==> config.mk <==
export PLATFORM = sky130hd
export DESIGN_NAME = fbrf_ram
export DESIGN_NICKNAME = d
export VERILOG_FILES = /design/src/rtl/fbrf_ram.sv
export SDC_FILE = /design/constraint.sdc
export NUM_CORES = 2
export LEC_CHECK = 0
export CAP_MARGIN = 30
export CORE_AREA = 4 4 428 430
export DETAILED_ROUTE_END_ITERATION = 10
export DIE_AREA = 0 0 432 434
export DONT_BUFFER_PORTS = 1
export PLACE_DENSITY = 0.63
export SYNTH_ARGS = -nofsm -noshare
export SYNTH_HDL_FRONTEND = slang
export SYNTH_SLANG_ARGS = --single-unit
==> constraint.sdc <==
create_clock -name clk -period 2.96 [get_ports clk]
set_clock_uncertainty 0.15 [all_clocks]
set_input_delay 0.444 -clock clk [delete_from_list [all_inputs] [get_ports clk]]
set_output_delay 0.444 -clock clk [all_outputs]
set_load 0.02 [all_outputs]
==> src/rtl/fbrf_ram.sv <==
// Simple dual-port RAM: one write port, one registered read port. A read of
// the address written in the same cycle returns the new data.
module fbrf_ram #(
  parameter int DEPTH  = 256,
  parameter int DATA_W = 8,
  parameter int AW     = $clog2(DEPTH)
) (
  input  logic              clk,
  input  logic              we,
  input  logic [AW-1:0]     waddr,
  input  logic [DATA_W-1:0] wdata,
  input  logic              re,
  input  logic [AW-1:0]     raddr,
  output logic [DATA_W-1:0] rdata
);

  logic [DATA_W-1:0] mem_r [DEPTH];
  logic [DATA_W-1:0] rd_data_r;
  logic [DATA_W-1:0] fwd_data_r;
  logic              fwd_hit_r;

  always_ff @(posedge clk) begin
    if (we) begin
      mem_r[waddr] <= wdata;
    end
  end

  always_ff @(posedge clk) begin
    if (re) begin
      rd_data_r  <= mem_r[raddr];
      fwd_hit_r  <= we && (waddr == raddr);
      fwd_data_r <= wdata;
    end
  end

  assign rdata = fwd_hit_r ? fwd_data_r : rd_data_r;

endmodule

# ---- Word level (Yosys, flattened, before mapping)
# Memory sizes are Yosys's and may differ from the RTL's. A register that Yosys moved wholly into a read port is not among the register bits.
# Cells that the tools add are included.
# Widths: inputs -> output; s select.
dict set report op_classes {
  reduce_logical 1
  n_mux 3
  eq_ne 1
}
# op count
set ops {}
lappend ops {{$eq 8x8->1} 1}
lappend ops {{$mux 8} 1}
lappend ops {{$mux 1} 2}
lappend ops {{$logic_and 1x1->1} 1}
dict set report totals {
  input_bits 27
  memories 1
  mem_bits_rw 2048
  out_inout_bits 8
  reg_bits 9
  wordCells 8
}
# name depth word_bits rd rd_ports_with_merged_regs write_ports line_no
set memory_table {}
lappend memory_table {mem_r 256 8 1 1 1 17} ;# logic [DATA_W-1:0] mem_r [DEPTH];

# ---- Depth between registers and ports, before layout
dict set report logic_depth {
  word_depth 2
  ltp_mapped 12
  depth_no_buf 6
}

# ---- Least setup slack after synthesis
# No wires, ideal clock.
dict set report synth_path {
  path_kind {input-to-reg}
  start {in raddr[0]}
  end {reg rd_data_r[0] (read register of mem_r) (data pin)}
  t_required_ps 2542
  n_path_buf 3
  slack_ps 295
  setup_time_ps 268
  t_arrival_ps 2246
  path_stages 8
  cell_sequence {buf_6 > buf_6 > buf_2 > mux4_2 > a22oi_1 > a21oi_1 > nor4_1 > nor4b_2}
}
# item line_no
set synth_rtl {}
lappend synth_rtl {{start: declaration} 13} ;# input logic [AW-1:0] raddr,
lappend synth_rtl {{end: declaration} 18} ;# logic [DATA_W-1:0] rd_data_r;

==> flow_summary_export.csv <==
group,metric,value,unit
logic_synthesis,synth.largest_area_cell,"edfxtp_1",
sta,hold_violations,821,
floorplan,io_pins,35,
global_routing,antenna_found_initial,4,
worst_setup_path,crit_type,"input pin to register",
power,vdd_drop_max,0.000631,V
drt,drt_iter0_drc,4806,
worst_setup_path,crit_fanout,445,
global_routing,grt_pass1_wl,280,mm
drt,antenna_left,0,
hold_path,min_path_type,"input pin to register",
floorplan,die_area,187000,um^2
global_routing,grt_max_degree,603,
final_layout,fin_nets,4212,
floorplan,row_count,156,
sta,holdWs,-0.386,ns
outcome,outcome,"complete, but fails checks",
place,place_area,84800,um^2
final_layout,syn_to_final_growth,13.9,%
logic_synthesis,synthTopCellsByArea,"edfxtp_1 (77%), mux4_2 (12%), mux2i_1 (1.8%), a22oi_1 (1.4%), nor2_1 (1.4%)",
logic_synthesis,synth_ff_type,"edfxtp_1",
sta,maxSlewHeadroom,-0.185,
final_layout,design_area,91500,um^2
drt,wl_per_cell,29.1,um
power,powerDensity,642,nW/um^2
floorplan,die_y,434,um
worst_setup_path,worstSetupEndpointType,"register",
sta,setup_ws,-0.370,ns
logic_synthesis,ys_types,56,
logic_synthesis,syn_nets,3833,
drt,dr.pass1.iters,5,
final_layout,nFillCells,14100,
final_layout,drive_gt1_frac,0.261,
sta,fin_crit,3.33,ns
floorplan,initial_core_util,0.447,
global_routing,overflow,0,
clock_tree,clock_latency,0.84,ns
clock_tree,clock-sinks,2065,
drt,routed_wirelength,195,mm
global_routing,grt_use_total,0.204,
place,routabilityCongestion,0.833,
job,cap_viol_max_count,0,
outcome,violations,"hold timing, slew limit, setup timing",
drt,drc,0,
logic_synthesis,synth-seq-cells,2065,
worst_setup_path,start_kind,"input pin",
sta,drv_slew,152,
logic_synthesis,synth_area_per_cell,21.1,um^2
worst_setup_path,crit_required,3.46,ns
worst_setup_path,r2r_cells,6,
power,power_leakage,28.9,nW
logic_synthesis,async_flop_share,0,
clock_tree,cts_max_level,4,
drt,vias_per_cell,5.91,
clock_tree,root_buffer,"clkbuf_16",
clock_tree,cts_tree,"done",
sta,setup_violations,8,
logic_synthesis,synthesis.area,80300,um^2
hold_path,holdPathStages,0,
place,port_buffers,0,
global_routing,grt_pass1_vias,39700,
worst_setup_path,reg2reg_to,"rd_data_r[2]$_DFFE_PP_",
clock_tree,cts_made_buffers,195,
sta,fmaxAchievable,300,MHz
hold_path,worstHoldStart,"wdata[5]",
worst_setup_path,r2r_slack,0.26,ns
place,hpwl,107,mm
worst_setup_path,cp.arrival,3.83,ns
logic_synthesis,yosysWarnings,0,
sta,rsz0062_at_grt,"no",
sta,period_share,1.13,
logic_synthesis,synth_top_cell_area_share,0.772,
clock_tree,clk_pin_slew_worst_paths,0.06,ns
final_layout,final_cell_mix,"edfxtp_1 (2065), mux4_2 (412), buf_4 (380)",
logic_synthesis,netlist_instances,3806,
clock_tree,cts_buffer_depth,3,
sta,worst_pin_slew,1.78,ns
final_layout,final_cells,6711,
logic_synthesis,ys_seq_area_frac,0.772,
place,dp.cells,6331,
floorplan,die_w,432,um
final_layout,final_common_cell,"edfxtp_1",
hold_path,min_delay_worst_endpoint,"mem_r[125][5]$_DFFE_PP_",
drt,vias,39700,
clock_tree,post-cts-setup-buffer-count,0,
worst_setup_path,reg2reg_from,"mem_r[154][2]$_DFFE_PP_",
floorplan,core_area,180000,um^2
place,place_ws,-0.170,ns
logic_synthesis,synth-edff-count,2065,
[what timing repair did]
item,in CTS,in global routing
setup endpoints to repair,0,8
resized for setup,0,2
hold buffers,10,3
endpoints found under the hold margin,2273,1869
[cell families after synthesis]
| family | after synthesis | synth area share |
|---|---|---|
| xor+xnor | 8 | 0.000872 |
| compound gates | 418 | 0.0364 |
| mux | 601 | 0.144 |
| buf+inv | 241 | 0.0200 |
| simple gates | 473 | 0.0270 |
| flops | 2065 | 0.772 |
[flip-flops by register name (all words and copies together), names as in the netlist]
name	cells
fwd_hit_r	1
mem_r	2048
rd_data_r	8
fwd_data_r	8
[power breakdown]
group | total (mW) | internal (mW) | switching (mW)
Sequential | 32.3 | 32.3 | 0.0495
Clock | 24.1 | 13.5 | 10.6
Combinational | 2.29 | 1.04 | 1.26
[area by class of cell]
cell class	count	area, um^2	share of cell area
Antenna cell	4	10.0	0.000109
Multi-Input combinational cell	1500	16800	0.183
Sequential cell	2065	62000	0.678
Clock buffer	249	5170	0.0565
Tap cell	2370	2970	0.0324
Inverter	2	7.51	0.0000821
Timing Repair Buffer	421	3570	0.0390
Clock inverter	100	962	0.0105
[synth_stat cells, drive strengths merged (3+ instances only)]
cell type and n:
a21oi 74, nor4 27, nor3 10, and3b 3, a221oi 6, a2111oi 6
nand2b 8, nand2 45, edfxtp 2065, nand3 24, buf 132, mux2 27
a22o 13, nor2 291, xnor2 5, and2b 3, nor2b 21, mux4 433
o221ai 46, o22ai 46, nor4b 6, or2 11, a211oi 32, xor2 3
clkbuf 105, o31ai 8, nand3b 3, nand4 10, mux2i 141, o21ai 30
a311o 4, a22oi 149
[worst max-delay path by stage]
stage | start | end
floorplan | raddr[0] | rd_data_r[0]$_DFFE_PP_
global placement | raddr[0] | rd_data_r[0]$_DFFE_PP_
detailed placement | raddr[0] | rd_data_r[7]$_DFFE_PP_
CTS | fwd_hit_r$_DFFE_PP_ | rdata[7]
global route | raddr[1] | rd_data_r[3]$_DFFE_PP_
finish | raddr[1] | rd_data_r[5]$_DFFE_PP_
[critical path, stage by stage]
cell	delay (ns)
or2b_4	0.93
buf_4	0.23
o221ai_1	0.26
nand2_1	0.09
a211oi_1	0.70
nor4_4	0.15
nor4_1	0.20
[routing by layer]
metal,GRT usage,routed length (um)
met1,0.289,79800
met2,0.324,94700
met3,0.0383,15200
met4,0.0652,5660
met5,0,0
[through the flow]
| stage | power, mW | utilization | TNS, ns | hold slack [ns] |
|---|---|---|---|---|
| 6_report | 58.7 | 0.509 | -2.04 | -0.386 |
| 5_1_grt | 60.5 | 0.509 | 0 | -0.446 |
| 4_1_cts | 58.8 | 0.506 | 0 | -0.486 |
| 3_5_place_dp | 34.8 | 0.472 | -0.812 | 0.409 |
| 3_3_place_gp | 34.8 | 0.472 | -1.66 | 0.409 |
| 2_1_floorplan | 34.5 | - | 0 | 0.393 |
Note: power is estimated with default switching activity, not from simulation.
